### src/design/rd_pkg.sv
// shared constants, command codes and types for the reversible deque
// no dependencies; imported by reversible_deque_top and rd_checker
package rd_pkg;

  localparam int DEPTH = 64;
  localparam int AW    = $clog2(DEPTH);
  localparam int CW    = $clog2(DEPTH + 1);

  localparam logic [1:0] CMD_LOAD    = 2'd0;
  localparam logic [1:0] CMD_REVERSE = 2'd1;
  localparam logic [1:0] CMD_DELETE  = 2'd2;
  localparam logic [1:0] CMD_FLUSH   = 2'd3;

  typedef struct packed {
    logic [7:0] value;
    logic       last;
    logic       error;
    logic       empty;
  } res_t;

  typedef struct packed {
    logic valid;
    logic from_ram;
    logic last;
    logic error;
    logic empty;
  } pend_t;

  // (base + off) mod DEPTH, with base < DEPTH and off <= DEPTH
  function automatic logic [AW-1:0] ring_idx(input logic [AW-1:0] base,
                                             input logic [CW-1:0] off);
    logic [AW:0] s;
    s = (AW+1)'(base) + (AW+1)'(off);
    if (s >= (AW+1)'(DEPTH)) s = s - (AW+1)'(DEPTH);
    return s[AW-1:0];
  endfunction

endpackage

### src/design/reversible_deque_top.sv
// reversible deque top level: command decode, flush sequencer, output queue
// depends on rd_pkg and rd_ram
//
// A bounded deque of up to DEPTH bytes kept in a ring memory, with a lazy
// reverse flag. Load, reverse and delete requests are taken one per cycle while
// idle and produce no result. A flush request holds in_ready low until one read
// per stored byte is issued (an error or an empty store gives one synthetic
// result and no read); the sequencer issues one ring-memory read per cycle
// while the output queue has room. Read data returns in the cycle after its
// read (the memory's registered read port) and is then written into a
// two-entry output queue, so a result passes the read register and the queue
// register before it is offered. Results stream out at one per cycle while the
// consumer is ready, and a stalled consumer holds the sequencer but never loses
// a result. Request acceptance resumes in the cycle after the last read of a
// flush is issued, while its final results may still be waiting at the output.
// There is no clearing pass after reset: only written entries are ever read.
module reversible_deque_top (
  input  logic       clk,
  input  logic       rst_n,
  input  logic       in_valid,
  output logic       in_ready,
  input  logic [1:0] in_cmd,
  input  logic [7:0] in_value,
  output logic       out_valid,
  input  logic       out_ready,
  output logic [7:0] out_value_res,
  output logic       out_last,
  output logic       out_error,
  output logic       out_empty_res
);
  import rd_pkg::*;

  localparam logic ST_IDLE  = 1'b0;
  localparam logic ST_FLUSH = 1'b1;

  // architectural deque state
  logic          state_r, state_nxt;
  logic [AW-1:0] head_r, head_nxt;
  logic [CW-1:0] count_r, count_nxt;
  logic          rev_r, rev_nxt;
  logic          fail_r, fail_nxt;
  // flush sequencer: number of reads issued so far
  logic [CW-1:0] idx_r, idx_nxt;
  // read in flight, its data shows up next cycle
  pend_t         pend_r, pend_nxt;
  // two-entry output queue
  res_t          fifo_r [2];
  logic          wptr_r, rptr_r;
  logic [1:0]    occ_r, occ_nxt;

  logic          in_acc, pop, issue, credit_ok, special, issue_last;
  logic [1:0]    inflight;
  logic [CW-1:0] off;
  logic          ram_we, ram_re;
  logic [AW-1:0] ram_waddr, ram_raddr;
  logic [7:0]    ram_rdata;
  res_t          push_res;

  rd_ram #(.WIDTH(8), .DEPTH(DEPTH)) u_ram (
    .clk   (clk),
    .we    (ram_we),
    .waddr (ram_waddr),
    .wdata (in_value),
    .re    (ram_re),
    .raddr (ram_raddr),
    .rdata (ram_rdata)
  );

  assign in_ready = (state_r == ST_IDLE);
  assign in_acc   = in_valid && in_ready;

  // output side
  assign out_valid     = (occ_r != 2'd0);
  assign pop           = out_valid && out_ready;
  assign out_value_res = fifo_r[rptr_r].value;
  assign out_last      = fifo_r[rptr_r].last;
  assign out_error     = fifo_r[rptr_r].error;
  assign out_empty_res = fifo_r[rptr_r].empty;

  // queue slots taken or promised; issue only if a slot is free next cycle
  assign inflight  = occ_r + {1'b0, pend_r.valid};
  assign credit_ok = (inflight < 2'd2) || ((inflight == 2'd2) && pop);
  assign issue     = (state_r == ST_FLUSH) && credit_ok;

  // error or empty store: one synthetic result, no memory read
  assign special    = fail_r || (count_r == '0);
  assign issue_last = special || (idx_r == count_r - CW'(1));
  // logical order walks from the tail when reversed
  assign off        = rev_r ? (count_r - CW'(1) - idx_r) : idx_r;

  assign ram_we    = in_acc && (in_cmd == CMD_LOAD) && (count_r < CW'(DEPTH));
  assign ram_waddr = ring_idx(head_r, count_r);
  assign ram_re    = issue && !special;
  assign ram_raddr = ring_idx(head_r, off);

  assign push_res.value = pend_r.from_ram ? ram_rdata : 8'd0;
  assign push_res.last  = pend_r.last;
  assign push_res.error = pend_r.error;
  assign push_res.empty = pend_r.empty;

  always_comb begin
    state_nxt = state_r;
    head_nxt  = head_r;
    count_nxt = count_r;
    rev_nxt   = rev_r;
    fail_nxt  = fail_r;
    idx_nxt   = idx_r;
    pend_nxt  = '0;
    unique case (state_r)
      ST_IDLE: begin
        if (in_acc) begin
          unique case (in_cmd)
            CMD_LOAD: begin
              if (count_r < CW'(DEPTH)) count_nxt = count_r + CW'(1);
            end
            CMD_REVERSE: begin
              if (!fail_r) rev_nxt = !rev_r;
            end
            CMD_DELETE: begin
              if (!fail_r) begin
                if (count_r == '0) begin
                  fail_nxt = 1'b1;
                end else begin
                  if (!rev_r) head_nxt = ring_idx(head_r, CW'(1));
                  count_nxt = count_r - CW'(1);
                end
              end
            end
            CMD_FLUSH: begin
              state_nxt = ST_FLUSH;
              idx_nxt   = '0;
            end
            default: ;
          endcase
        end
      end
      ST_FLUSH: begin
        if (issue) begin
          pend_nxt.valid    = 1'b1;
          pend_nxt.from_ram = !special;
          pend_nxt.last     = issue_last;
          pend_nxt.error    = fail_r;
          pend_nxt.empty    = !fail_r && (count_r == '0);
          idx_nxt           = idx_r + CW'(1);
          if (issue_last) begin
            // flush clears everything once the final read is out
            state_nxt = ST_IDLE;
            head_nxt  = '0;
            count_nxt = '0;
            rev_nxt   = 1'b0;
            fail_nxt  = 1'b0;
            idx_nxt   = '0;
          end
        end
      end
      default: state_nxt = ST_IDLE;
    endcase
  end

  assign occ_nxt = occ_r + {1'b0, pend_r.valid} - {1'b0, pop};

  always_ff @(posedge clk) begin
    if (!rst_n) begin
      state_r <= ST_IDLE;
      head_r  <= '0;
      count_r <= '0;
      rev_r   <= 1'b0;
      fail_r  <= 1'b0;
      idx_r   <= '0;
      pend_r  <= '0;
      wptr_r  <= 1'b0;
      rptr_r  <= 1'b0;
      occ_r   <= 2'd0;
    end else begin
      state_r <= state_nxt;
      head_r  <= head_nxt;
      count_r <= count_nxt;
      rev_r   <= rev_nxt;
      fail_r  <= fail_nxt;
      idx_r   <= idx_nxt;
      pend_r  <= pend_nxt;
      occ_r   <= occ_nxt;
      if (pend_r.valid) wptr_r <= !wptr_r;
      if (pop) rptr_r <= !rptr_r;
    end
  end

  // queue payload, no reset needed
  always_ff @(posedge clk) begin
    if (pend_r.valid) fifo_r[wptr_r] <= push_res;
  end

endmodule

### src/design/rd_ram.sv
// generic simple dual-port ram, one write and one registered read port
// no dependencies
module rd_ram #(
  parameter int WIDTH = 8,
  parameter int DEPTH = 64
) (
  input  logic                     clk,
  input  logic                     we,
  input  logic [$clog2(DEPTH)-1:0] waddr,
  input  logic [WIDTH-1:0]         wdata,
  input  logic                     re,
  input  logic [$clog2(DEPTH)-1:0] raddr,
  output logic [WIDTH-1:0]         rdata
);

  logic [WIDTH-1:0] mem [DEPTH];

  always_ff @(posedge clk) begin
    if (we) mem[waddr] <= wdata;
    if (re) rdata <= mem[raddr];
  end

endmodule

### config.mk
export PLATFORM = sky130hd
export DESIGN_NAME = reversible_deque_top
export DESIGN_NICKNAME = d
export VERILOG_FILES = /design/src/design/rd_pkg.sv /design/src/design/reversible_deque_top.sv /design/src/design/rd_ram.sv
export SDC_FILE = /design/constraint.sdc
export NUM_CORES = 1
export LEC_CHECK = 0
export BUFFER_PORTS_ARGS = -buffer_cell sky130_fd_sc_hd__buf_2
export CORE_MARGIN = 4
export CORE_UTILIZATION = 35
export CTS_CLUSTER_SIZE = 16
export DETAILED_ROUTE_END_ITERATION = 7
export GPL_TIMING_DRIVEN = 0
export RECOVER_POWER = 100
export SLEW_MARGIN = 20
export SYNTH_ARGS = -nofsm -noshare
export SYNTH_HDL_FRONTEND = slang
export SYNTH_HIERARCHICAL = 1
export SYNTH_SLANG_ARGS = --single-unit
### constraint.sdc
create_clock -name clk -period 4.45 [get_ports clk]
set_clock_uncertainty 0.2 [all_clocks]
set_input_delay 0.2225 -clock clk [delete_from_list [all_inputs] [get_ports clk]]
set_output_delay 0.2225 -clock clk [all_outputs]
set_load 0.005 [all_outputs]
# Word-level counts from Yosys, hierarchy flattened
# Memory sizes are Yosys's and may differ from the RTL's. A register that Yosys moved wholly into a read port is not among the register bits.
# Index checks and enable logic that the tools add are counted.
# totals
register_bits	32
latchBits	0
ram_bits	534
romBits	0
in_bits	14
word_cells	127
n_memories	2
# mem_list
name	depth	width	read_ports	rd_ports_with_merged_regs	wr	line_no	text
u_ram.mem	64	8	1	1	1	rd_ram.sv:16	logic [WIDTH-1:0] mem [DEPTH];
fifo_r	2	11	1	1	1	reversible_deque_top.sv:47	res_t fifo_r [2];
# classes
n_addsub	12
n_mul	0
div	0
n_lt_le_gt_ge	5
n_eq_ne	18
n_shift	0
n_mux	49
bitwise	1
n_reduce_logical	26
# op_table
op	n
$mux 7	11
$mux 6	10
$pmux 7 s2	3
$ge 7x7->1 const B	3
$mux 1	19
$sub 6x1->6 const B	3
$add 6x7->7	2
$add 7x1->7 const B	2
$reduce_and 7->1	2
$ne 2x1->1 const B	6
$pmux 6 s2	1
$logic_and 1x1->1	8
$mux 8	1
$add 6x1->7 const B	1
$eq 7x7->1	1
$logic_not 7->1	1
$lt 7x7->1 const B	1
$sub 7x1->7 const B	1
$sub 7x7->7	1
$eq 2x2->1 const B	3
$ne 2x2->1 const B	3
$ne 3x3->1 const B	2
$pmux 1 s2	3
$reduce_and 3->1	2
15 further kinds	21

# Depth between registers and ports, before layout
# Gate-level depths: netlist of the first run.
# depth
word_depth	9
ltp_mapped	21

# Modules after synthesis
# Netlist of the first run, hierarchy kept.
# modules_own_cells
module	instances	cells_each	area_each_um2	seq_area_each_um2
rd_ram	1	940	20246.9	15615.0
reversible_deque_top	1	330	3260.6	1321.3

# Worst setup path before layout of the first run
# Ideal clock, no wire load.
# synth_path
path_kind	register -> register
from	register count_r[0]
to	register u_ram.rdata[0], read port of u_ram.mem, data pin
setup_ns	0.262
arrival_ns	3.651
required_time_ns	3.988
path_slack_ns	0.337
stages_incl_launch_ff	18
cell_sequence	dfxtp_1 inv_1 ha_1 inv_1 fa_1 a21o_1 a21oi_1 xnor2_1 nand2_1 o21ai_0 ha_1 xnor2_1 clkbuf_1 clkbuf_1 clkbuf_1 o2111ai_1 nand2_1 o2bb2ai_1
# synth_between
elab_chain_len	6
word_cells_on_any_way	11
cone_classes	4 x add/sub; 1 x order compare; 2 x mux; 4 x reduce/logical
# synth_lines
item	line_no	text
start: declaration	reversible_deque_top.sv:39	logic [CW-1:0] count_r, count_nxt;
start signal: assignment	reversible_deque_top.sv:177	count_r <= count_nxt;
$sub 7x1->7 *	reversible_deque_top.sv:89	assign off = rev_r ? (count_r - CW'(1) - idx_r) : idx_r;
$sub 7x7->7 *	reversible_deque_top.sv:89	
$mux 7 *	reversible_deque_top.sv:89	
$add 6x7->7 *	rd_pkg.sv:33	s = (AW+1)'(base) + (AW+1)'(off);
$sub 6x1->6 / $ge 7x7->1 (equally long branches)	rd_pkg.sv:34	if (s >= (AW+1)'(DEPTH)) s = s - (AW+1)'(DEPTH);
$mux 6 *	rd_pkg.sv:34	
net ram_raddr[4]	reversible_deque_top.sv:55	logic [AW-1:0] ram_waddr, ram_raddr;
end: declaration	rd_ram.sv:13	output logic [WIDTH-1:0] rdata
# The timed path passes the listed nets; every way through them passes the cells marked *.
# A chain may end at the register's enable or synchronous reset.

# Worst setup path after layout of the first run
# layout_path
from	register head_r[1]
to	memory u_ram.mem[49][5] (enable)
# layout_between
elab_chain_len	3
word_cells_on_any_way	4
cone_classes	2 x add/sub; 1 x order compare; 1 x mux
# layout_lines
item	line_no	text
start: declaration	reversible_deque_top.sv:38	logic [AW-1:0] head_r, head_nxt;
start signal: assignment	reversible_deque_top.sv:176	head_r <= head_nxt;
$add 6x7->7 *	rd_pkg.sv:33	
$sub 6x1->6 / $ge 7x7->1 (equally long branches)	rd_pkg.sv:34	
$mux 6 *	rd_pkg.sv:34	
net ram_waddr[5]	reversible_deque_top.sv:55	
end: declaration	rd_ram.sv:16	
# Marked as above.

==> impl_results.md, run 1 <==
* Status: finished with violations
* Failing checks: capacitance limit, slew limit
* Pre-antenna DRT Iters at 7
* Vias at 12500
* Ys async rst share at 0%
* DR iter-0 viols at 1323
* CP Max Fanout at 7
* YS warnings at 6
* Dpl cell area at 0.0247 mm2
* Critical path type: flop to flop
* Worst-path clk slew at 0.06 ns
* Initial antenna violation count at 0
* Dpl ws at -1.47 ns
* Synth area leader: edfxtp_1
* Die area at 0.0714 mm2
* Core Area at 0.0662 mm2
* Max-slew violations at 520
* Post-synthesis sequential area ratio at 72.0%
* Reg-to-reg slack, setup at 0.06 ns
* # DRC at 0
* Clock Tree Root: clkbuf_16
* Initial core utilization at 35.5%
* RR Endpoint: u_ram/mem[49][5]$_DFFE_PP_
* Synthesis-to-layout area growth at 16.9%
* Slew HR at -98.7%
* Number of vias per cell at 5.46
* # IOs at 27
* Main synth FF type: edfxtp_1
* Worst VDD drop at 0.000282 V
* Final period util at 98.8%
* RR Startpoint: head_r[1]$_SDFFE_PN0P_
* Post-route setup TNS at 0 ns
* CTS buffer count at 59
* TritonCTS clock tree: done
* Critical Path RT at 4.55 ns
* Final Wtd Congestion at 0.870
* Mapped Cells at 1270
* Post-synth EDFFs at 542
* Clock latency on the worst-skew pair at 0.62 ns
* Vias in the first global route at 12700
* Register area at 0.0169 mm2
* Final nets at 1415
* Worst Tran Pin Value at 2.98 ns
* Die W at 267 um
* Largest net degree at the start of global routing at 65
* Die height at 267 um
* Final instance area at 0.0275 mm2
* Post-DP HPWL at 36300 um
* FMAX at 228 MHz
* Synth top area cells: edfxtp_1 69%, mux4_2 12%, dfxtp_1 2.8%
* ANT nets after route at 0
* Final hold violations at 0
* Final WL at 57500 um
* Total grt overflow at 0
* Most frequent cell after synthesis: edfxtp_1
* Hold Crit Class: flop to flop
* Min Tclk post-route at 4.39 ns
* Final setup vio count at 0
* Netlist cell types at 71
* Max Cap Viol at 8
* Non-Filler Instances at 2288
* Post-synth top area share at 69.2%
* First-pass GRT wire length at 84600 um
* Worst setup SP type: flop
* CTS max path bufs at 3
* Sink Count at 575
* Layout cells sized above 1 at 26.5%
* Tot Pwr at 12.2 mW
* Pwr Density at 442 mW/mm2
* Min-Delay Path Depth at 0
* Leak at 8.48 nW
* Overall routing resource usage at 16.1%
* Most frequent cells after synthesis: 542 x edfxtp_1, 126 x mux4_2, 114 x nor2_1, 40 x nand2_1, 33 x dfxtp_1
* # fillers at 5809
* Wire per inst at 25.1 um
* R2R cell count at 10
* CP Data Arrival Time at 4.50 ns
* # port buffers at 25
* Area of the multi-input gates at 0.00660 mm2
* Site row count at 94
* Inst Count DP at 2160
* Syn Area/Cell at 18.5 um2
* Post-Syn Area at 0.0235 mm2
* Synthesized flop and latch total at 575
* Critical hold path startpoint: pend_r[0]$_SDFF_PN0_
* Synth Net Count at 1308
* Crit end category: flop
* Inserted Diodes at 0
* Final setup margin at 0.0555 ns
* H-Tree Level Count at 2
* Worst Hold Endpoint: fifo_r[1][0]$_DFFE_PP_
==> where the power goes <==
group	total [mW]	switching, mW	internal (mW)
Sequential	5.98	0.0200	5.96
Combinational	1.47	0.818	0.649
Clock	4.71	1.99	2.71
==> logic make-up (layout without fill, tap and decap cells) <==
kind of cell,Yosys count,in the layout,synth area share (%)
fa+ha+maj,24,24,1.37
mux,174,174,14.2
buf+inv,82,236,1.92
simple gates,262,262,5.45
compound gates,123,123,3.75
xor+xnor,30,30,1.21
flops,575,575,72.0
==> placed cells by master, fill, tap and decap left out, types with 5 or more instances in the layout <==
| cell | count |
|---|---|
| a21oi_1 | 19 |
| a31oi_1 | 7 |
| and2_0 | 9 |
| buf_12 | 6 |
| buf_2 | 15 |
| buf_4 | 18 |
| buf_6 | 13 |
| buf_8 | 7 |
| clkbuf_1 | 38 |
| clkbuf_16 | 63 |
| clkbuf_8 | 7 |
| clkinv_1 | 14 |
| clkinv_2 | 11 |
| dfxtp_1 | 31 |
| dlygate4sd3_1 | 11 |
| edfxtp_1 | 542 |
| ha_1 | 20 |
| inv_1 | 19 |
| mux2_2 | 24 |
| mux2i_1 | 19 |
| mux4_2 | 126 |
| nand2_1 | 38 |
| nand2b_1 | 8 |
| nand3_1 | 19 |
| nand3b_1 | 5 |
| nand4_1 | 7 |
| nor2_1 | 111 |
| nor2b_1 | 18 |
| nor3_1 | 10 |
| o21a_1 | 6 |
| o21ai_0 | 18 |
| o21ai_2 | 5 |
| o22ai_1 | 7 |
| xnor2_1 | 17 |
| xor2_1 | 9 |
==> how the worst max path moves through the flow <==
stage	start	endpoint	cells after the start
after global routing	count_r[0]$_SDFFE_PN0P_	u_ram/rdata[4]$_DFFE_PP_	22
final	head_r[1]$_SDFFE_PN0P_	u_ram/mem[49][5]$_DFFE_PP_	10
after detailed placement	count_r[1]$_SDFFE_PN0P_	u_ram/rdata[5]$_DFFE_PP_	17
after global placement	count_r[1]$_SDFFE_PN0P_	u_ram/rdata[5]$_DFFE_PP_	17
after floorplan	count_r[0]$_SDFFE_PN0P_	u_ram/rdata[0]$_DFFE_PP_	17
after CTS	count_r[0]$_SDFFE_PN0P_	u_ram/rdata[6]$_DFFE_PP_	13
==> layout make-up <==
type / instances / area share [%]
Multi-Input combinational cell: 613 / 24.0
Timing Repair Buffer: 47 / 1.26
Inverter: 21 / 0.287
Clock buffer: 77 / 5.88
Tap cell: 864 / 3.93
Sequential cell: 575 / 61.7
Buffer: 60 / 2.11
Clock inverter: 31 / 0.847
==> flip-flops by register name, indices dropped and copies added (netlist names), named ones only <==
signal and flops:
u_ram/mem 512, fifo_r 22, u_ram/rdata 8, count_r 7
idx_r 7, head_r 6, pend_r 5, occ_r 2
fail_r 1, rev_r 1, rptr_r 1, state_r 1
wptr_r 1
==> metrics by stage <==
stage                     hold slack (ns)  util (%)
after floorplan                     0.121         -
after global placement              0.208      37.3
after detailed placement            0.230      37.4
after CTS                         0.00172      41.1
after global routing                0.253      41.5
final                               0.236      41.5
==> worst max-delay path: stages (launching register included) <==
cell and delay, ns:
dfxtp_1 0.39, ha_1 0.32, a21o_1 0.11, a21oi_1 0.10, o21bai_1 0.16, a21oi_1 0.10
xnor2_1 1.06, nor2b_1 0.40, nand4_1 0.23, nor3_1 0.68, buf_2 0.34
==> routing by layer <==
metal	GRT usage [%]	vias to the layer above	part of all wire, %
li1	-	5325	-
met1	21.6	6597	41
met2	26.2	454	48
met3	3.35	125	7.0
met4	5.63	0	3.8
met5	0	-	0
==> repair_timing <==
item / CTS / global route
resized for setup: 117 / 52
cloned: 1 / 0
endpoints found under the setup margin: 8 / 8
hold endpoints to repair: 18 / 65
buffers inserted: 3 / 6
pin swaps: 6 / 13
hold buffers: 6 / 5
(Power assumes the default switching activity.)
==> inputs of run 2 (changes only) <==
BUFFER_PORTS_ARGS = not set   (was -buffer_cell sky130_fd_sc_hd__buf_2)
DONT_BUFFER_PORTS = 1   (was not set)
==> run 2 against run 1 <==
- the run still ends with capacitance limit, slew limit left
- utilization fell by 0.22 points
- non-clock buffer count fell by 8
- global-route usage fell by 0.36 points
- final cell count fell by 0.52%
- worst setup slack improved by 0.083 ns
- register-to-register slack improved by 0.08 ns
- combinational power fell by 5%
==> impl_results.md, run 2 (synthesized netlist as in run 1, its figures left out) <==
* Status: finished with violations
* Failing checks: capacitance limit, slew limit
* Die area at 0.0714 mm2 (unchanged)
* Pre-antenna DRT Iters at 5 (-2)
* Min Tclk post-route at 4.31 ns (-0.0834 ns)
* DR iter-0 viols at 1368 (+3.4%)
* Worst setup SP type: flop
* Crit end category: flop
* Final period util at 96.9% (-1.9 points)
* Die height at 267 um (unchanged)
* # IOs at 27 (unchanged)
* Synthesis-to-layout area growth at 16.3%
* Pwr Density at 441 mW/mm2 (-0.18%)
* CTS max path bufs at 3 (unchanged)
* Post-DP HPWL at 36100 um (-0.55%)
* Most flops, register: u_ram/mem
* Final WL at 56700 um (-1.4%)
* Hold WS at 0.0323 ns (-0.203 ns)
* H-Tree Level Count at 2 (unchanged)
* Final Wtd Congestion at 0.859 (-1.3%)
* Reg-to-reg slack, setup at 0.14 ns (+0.08 ns)
* Clock latency on the worst-skew pair at 0.61 ns (about the same)
* Largest register FFs at 512 (unchanged)
* Worst Hold Endpoint: pend_r[4]$_SDFF_PN0_
* Overall routing resource usage at 15.7% (-0.36 points)
* Max Cap Viol at 8 (unchanged)
* Seq pwr share at 49.6% (+0.4 points)
* Vias in the first global route at 12500 (-1.1%)
* Core Area at 0.0662 mm2 (unchanged)
* Leak at 8.42 nW (-0.66%)
* Final setup vio count at 0 (unchanged)
* Commonest non-fill, non-tap cells in the layout: 542 x edfxtp_1, 126 x mux4_2, 112 x nor2_1, 59 x clkbuf_16, 39 x nand2_1
* # DRC at 0 (unchanged)
* Total grt overflow at 0 (unchanged)
* First-pass GRT wire length at 83000 um (-2.0%)
* Final core occ at 41.3% (-0.22 points)
* CTS buffer count at 56 (-5.1%)
* Final instance area at 0.0273 mm2 (-0.54%)
* RR Endpoint: u_ram/rdata[2]$_DFFE_PP_
* Critical Path RT at 4.56 ns (about the same)
* CP Max Fanout at 10 (+3)
* Final hold violations at 0 (unchanged)
* Largest net degree at the start of global routing at 65 (unchanged)
* Sw Share at 23.3% (about the same)
* RR Startpoint: count_r[1]$_SDFFE_PN0P_
* Most common cell after layout, fill and taps aside: edfxtp_1
* Clock power share at 38.9% (+0.2 points)
* Power share of the combinational group at 11.6% (-0.5 points)
* Inserted Diodes at 0 (unchanged)
* CP Data Arrival Time at 4.42 ns (-0.08 ns)
* Top Registers: u_ram/mem x512, fifo_r x22, u_ram/rdata x8
* Final nets at 1404 (-0.78%)
* Critical hold path startpoint: out_ready
* Worst-path clk slew at 0.06 ns (about the same)
* Site row count at 94 (unchanged)
* Initial antenna violation count at 1 (+1)
* FMAX at 232 MHz (+1.9%)
* ANT nets after route at 0 (unchanged)
* Sink Count at 575 (unchanged)
* Die W at 267 um (unchanged)
* Initial core utilization at 35.5% (unchanged)
* R2R cell count at 14 (+4)
* Layout cells sized above 1 at 25.4% (-1.1 points)
* Vias at 12400 (-1.0%)
* Min-Delay Path Depth at 5 (+5)
* Number of vias per cell at 5.44 (-0.52%)
* Worst Tran Pin Value at 3.10 ns (+0.120 ns)
* TritonCTS clock tree: done
* Worst VDD drop at 0.000271 V (-4.0%)
* Clock Tree Root: clkbuf_16
* Psw at 2.81 mW (-0.69%)
* Hold Crit Class: primary input to flop
* # port buffers at 0 (-100%)
* Wire per inst at 24.9 um (-0.92%)
* Critical path type: flop to flop
* Max-slew violations at 520 (unchanged)
* Int Power at 9.25 mW (-0.72%)
* Dpl cell area at 0.0246 mm2 (-0.55%)
* Slew HR at -107% (-8.0 points)
==> run 2: cell count changes in the layout (fill, tap and decap cells not counted), sizes merged <==
cell / delta
dlygate4sd3: +5
bufinv: +3
inv: +2
buf: -6
clkbuf: -21
clkinvlp: +6
clkinv: -1
==> run 2: power by group through the flow <==
stage	registers (mW)	logic (mW)	clock network, mW
final	5.98	1.39	4.69
after global routing	5.98	1.48	5.02
after CTS	5.97	1.40	4.80
after detailed placement	6.08	1.17	0
after global placement	6.08	1.17	0
after floorplan	6.08	0.833	0
==> run 2: how the worst max path moves through the flow <==
| stage | start | end | slack (ns) | cells past startpoint |
|---|---|---|---|---|
| 5_1_grt | count_r[1]$_SDFFE_PN0P_ | u_ram/rdata[4]$_DFFE_PP_ | -0.04 | 21 |
| 6_report | count_r[1]$_SDFFE_PN0P_ | u_ram/rdata[2]$_DFFE_PP_ | 0.14 | 14 |
| 4_1_cts | count_r[0]$_SDFFE_PN0P_ | u_ram/rdata[4]$_DFFE_PP_ | 0.005 | 22 |
| 3_3_place_gp | count_r[1]$_SDFFE_PN0P_ | u_ram/rdata[5]$_DFFE_PP_ | -1.73 | 17 |
| 2_1_floorplan | count_r[0]$_SDFFE_PN0P_ | u_ram/rdata[0]$_DFFE_PP_ | 0.34 | 17 |
| 3_5_place_dp | count_r[1]$_SDFFE_PN0P_ | u_ram/rdata[5]$_DFFE_PP_ | -1.37 | 19 |
==> run 2: cell type report <==
type / count / area [um2]
plain buffers: 60 / 563
inverters: 21 / 78.8
well taps: 864 / 1080
flip-flops and latches: 575 / 16900
clock buffers: 63 / 1450
multi-input cells: 613 / 6520
fillers: 5795 / 38900
repair buffers: 39 / 328
clock inverters: 41 / 375
==> run 2: layer usage <==
layer  global-route usage [%]  share of wire, %  routed length (um)  up-vias
li1                         -                 -                   -     5317
met1                     21.7                42               23600     6462
met2                     25.6                48               27200      493
met3                     2.43               7.2                4100       99
met4                     5.44               3.3                1840        0
met5                        0                 0                   0        -
==> run 2: worst max-delay path, stage by stage, from the launching register on <==
cell and delay, ns:
dfxtp_4 0.39, inv_2 0.08, ha_4 0.28, inv_1 0.06
fa_1 0.43, nand2_1 0.09, o21ai_2 0.09, fa_1 0.51
buf_6 0.21, buf_4 0.25, mux4_2 0.36, mux4_2 0.54
nor2_1 0.20, nor3_1 0.09, o2bb2ai_1 0.20
==> run 2: what timing repair did <==
item	in CTS	in global routing
pin swaps	10	9
endpoints found under the hold margin	538	0
setup endpoints to repair	8	8
hold buffers	24	0
resized for setup	117	29
buffers inserted	5	9
cloned	1	0
==> run 2: through the flow <==
| step | worst slack [ns] | TNS, ns | instances | power [mW] |
|---|---|---|---|---|
| after floorplan | 0.337 | 0 | 1270 | 6.91 |
| final | 0.139 | 0 | 2276 | 12.1 |
| after global placement | -1.73 | -12.49 | 2134 | 7.25 |
| after CTS | 0.00525 | 0 | 2267 | 12.2 |
| after global routing | -0.0408 | -0.119 | 2276 | 12.5 |
| after detailed placement | -1.37 | -10.01 | 2134 | 7.26 |
==> inputs of run 3 (changes only) <==
ABC_AREA = 1   (was not set)
HOLD_SLACK_MARGIN = 0.06   (was not set)
==> run 3 against run 2 <==
- the flow still finishes with violations (capacitance limit, slew limit)
- clock power up 3%
- area after synthesis up 5.6%
- hold slack better by 0.19 ns
- via count up 39%
- total power up 19%
- highest routed layer unchanged
==> impl_results.md, run 3 <==
* H-Tree Level Count at 2 (unchanged)
* Largest register FFs at 512 (unchanged)
* Most flops, register: u_ram/mem
* Leak at 10.3 nW (+23%)
* Failing checks: capacitance limit, slew limit
* Critical path type: flop to flop
* Die W at 274 um (+2.7%)
* Final Wtd Congestion at 0.931 (+8.4%)
* Final hold violations at 0 (unchanged)
* Die height at 274 um (+2.7%)
* Worst Hold Endpoint: rptr_r$_SDFFE_PN0P_
* Sink Count at 575 (unchanged)
* Min-Delay Path Depth at 4 (-1)
* Status: finished with violations
* Commonest non-fill, non-tap cells in the layout: 733 x nand2_1, 542 x edfxtp_1, 453 x nand3_1, 104 x nor2_1, 64 x inv_1
* Ys async rst share at 0% (unchanged)
* Worst-path clk slew at 0.06 ns (about the same)
* Total grt overflow at 0 (unchanged)
* Top Registers: u_ram/mem x512, fifo_r x22, u_ram/rdata x8
* Core Area at 0.0701 mm2 (+5.9%)
* RR Startpoint: count_r[0]$_SDFFE_PN0P_
* Vias in the first global route at 16600 (+32%)
* Initial core utilization at 35.4% (-0.12 points)
* Worst VDD drop at 0.000339 V (+25%)
* First-pass GRT wire length at 105000 um (+27%)
* CTS max path bufs at 3 (unchanged)
* Synthesis-to-layout area growth at 13.7%
* Post-Syn Area at 0.0248 mm2 (+5.6%)
* Vias at 17100 (+39%)
* Most frequent cells after synthesis: 731 x nand2_1, 542 x edfxtp_1, 460 x nand3_1, 104 x nor2_1, 66 x inv_1
* RR Endpoint: u_ram/rdata[0]$_DFFE_PP_
* Largest net degree at the start of global routing at 65 (unchanged)
* Slew HR at -148% (-41 points)
* Synth area leader: edfxtp_1
* Final core occ at 40.2% (-1.1 points)
* Synth top area cells: edfxtp_1 66%, nand2_1 11%, nand3_1 9.3%
* Unrepaired setup endpoints after global routing: no
* Worst Tran Pin Value at 3.71 ns (+0.612 ns)
* # DRC at 0 (unchanged)
* Die area at 0.0752 mm2 (+5.4%)
* Most frequent cell after synthesis: nand2_1
* Worst setup SP type: flop
* # fillers at 6739 (+16%)
* Initial antenna violation count at 0 (-1)
* Overall routing resource usage at 18.7% (+3.0 points)
* Dpl cell area at 0.0261 mm2 (+6.0%)
* YS warnings at 6 (unchanged)
* Clock latency on the worst-skew pair at 0.62 ns (about the same)
* FMAX at 236 MHz (+1.6%)
* Syn Area/Cell at 11.2 um2 (-40%)
* Clock Tree Root: clkbuf_16
* Site row count at 97 (+3.2%)
* Main synth FF type: edfxtp_1
* Final period util at 95.4% (-1.5 points)
* Synthesized flop and latch total at 575 (unchanged)
* DR iter-0 viols at 1826 (+33%)
* Mapped Cells at 2220 (+75%)
* Max Cap Viol at 8 (unchanged)
* ANT nets after route at 0 (unchanged)
* Pwr Density at 508 mW/mm2 (+15%)
* Netlist cell types at 44 (-38%)
* Post-synthesis sequential area ratio at 68.2% (-3.8 points)
* Final WL at 70800 um (+25%)
* R2R cell count at 17 (+3)
* # IOs at 27 (unchanged)
* Layout cells sized above 1 at 9.84% (-16 points)
* Max-slew violations at 520 (unchanged)
* Inserted Diodes at 0 (unchanged)
* Crit end category: flop
* Wire per inst at 21.5 um (-14%)
* Final nets at 2349 (+67%)
* Most common cell after layout, fill and taps aside: nand2_1
* Hold Crit Class: primary input to flop
* Min Tclk post-route at 4.24 ns (-0.0674 ns)
* Post-synth EDFFs at 542 (unchanged)
* CTS buffer count at 57 (+1.8%)
* CP Max Fanout at 10 (unchanged)
* # port buffers at 0 (unchanged)
* Post-synth top area share at 65.6% (-3.7 points)
* Synth Net Count at 2258 (+73%)
* Final setup vio count at 0 (unchanged)
* Reg-to-reg slack, setup at 0.21 ns (+0.07 ns)
* Final instance area at 0.0282 mm2 (+3.2%)
* Number of vias per cell at 5.20 (-4.4%)
* Critical Path RT at 4.60 ns (+0.04 ns)
* Pre-antenna DRT Iters at 6 (+1)
* CP Data Arrival Time at 4.40 ns (-0.02 ns)
* Post-DP HPWL at 47900 um (+33%)
* TritonCTS clock tree: done
* Critical hold path startpoint: out_ready
==> run 3: repair_timing <==
item	CTS	global route
hold buffers	23	0
endpoints found under the setup margin	8	8
buffers inserted	0	1
pin swaps	0	2
gates resized for setup	21	33
endpoints found under the hold margin	553	0
==> run 3: cell families (layout without fill, tap and decap cells) <==
group / Yosys count / in the layout / synth area share, %
compound gates: 46 / 46 / 1.15
xor+xnor: 27 / 27 / 0.953
buf+inv: 196 / 333 / 4.70
mux: 11 / 11 / 0.499
simple gates: 1341 / 1341 / 23.2
fa+ha+maj: 24 / 24 / 1.30
flops: 575 / 575 / 68.2
==> run 3: final cells by class <==
class / count / area, um2 / share of cell area, %
plain buffers: 123 / 931 / 3.30
clock buffers: 78 / 1590 / 5.63
clock inverters: 27 / 277 / 0.980
inverters: 73 / 283 / 1.00
multi-input cells: 1449 / 6800 / 24.1
flip-flops and latches: 575 / 16900 / 60.0
well taps: 940 / 1180 / 4.17
repair buffers: 32 / 220 / 0.781
==> run 3: how the worst max path moves through the flow <==
stage                                       start                  endpoint  slack, ns
after floorplan           count_r[0]$_SDFFE_PN0P_  u_ram/rdata[0]$_DFFE_PP_       0.87
after global placement    count_r[0]$_SDFFE_PN0P_  u_ram/rdata[4]$_DFFE_PP_      -0.44
after detailed placement  count_r[0]$_SDFFE_PN0P_  u_ram/rdata[3]$_DFFE_PP_      -0.52
after CTS                 count_r[1]$_SDFFE_PN0P_  u_ram/rdata[2]$_DFFE_PP_       0.04
after global routing      count_r[0]$_SDFFE_PN0P_  u_ram/rdata[2]$_DFFE_PP_     0.0007
final                     count_r[0]$_SDFFE_PN0P_  u_ram/rdata[0]$_DFFE_PP_       0.21
==> run 3: power breakdown <==
group / leakage, nW / internal, mW / switching [mW] / total (mW)
logic: 4.29 / 1.06 / 2.42 / 3.48
registers: 5.14 / 6.00 / 0.0408 / 6.04
clock network: 0.907 / 2.79 / 2.02 / 4.81
total: 10.3 / 9.85 / 4.47 / 14.3
==> run 3: worst max-delay path: stages, from the launching register on <==
cell and delay, ns:
dfxtp_2 0.40, inv_1 0.15, ha_2 0.34, inv_1 0.09
fa_1 0.49, nand2_1 0.05, o21ai_1 0.19, fa_1 0.56
inv_1 0.12, clkbuf_4 0.28, buf_2 0.38, nand3_1 0.13
nand3_1 0.13, nand2_1 0.07, nand2_1 0.07, nand3_1 0.10
nand3_2 0.12, nand2_1 0.11
==> run 3: per-stage QoR <==
step / power, mW / TNS, ns / hold slack (ns) / worst slack (ns) / cells
floorplan: 8.31 / 0 / 0.121 / 0.872 / 2220
global placement: 9.38 / -7.14 / 0.126 / -0.437 / 3160
detailed placement: 9.42 / -3.66 / 0.127 / -0.519 / 3168
CTS: 14.4 / 0 / 0.192 / 0.0445 / 3296
global route: 15.0 / 0 / 0.249 / 0.000734 / 3297
finish: 14.3 / 0 / 0.224 / 0.206 / 3297
==> run 3: routing by layer <==
metal,track usage (%),wire length [um],vias to the layer above
met1,25.2,29500,8438
met4,5.44,2010,0
met2,31.3,34100,685
li1,-,-,7900
met5,0,0,-
met3,3.10,5220,116
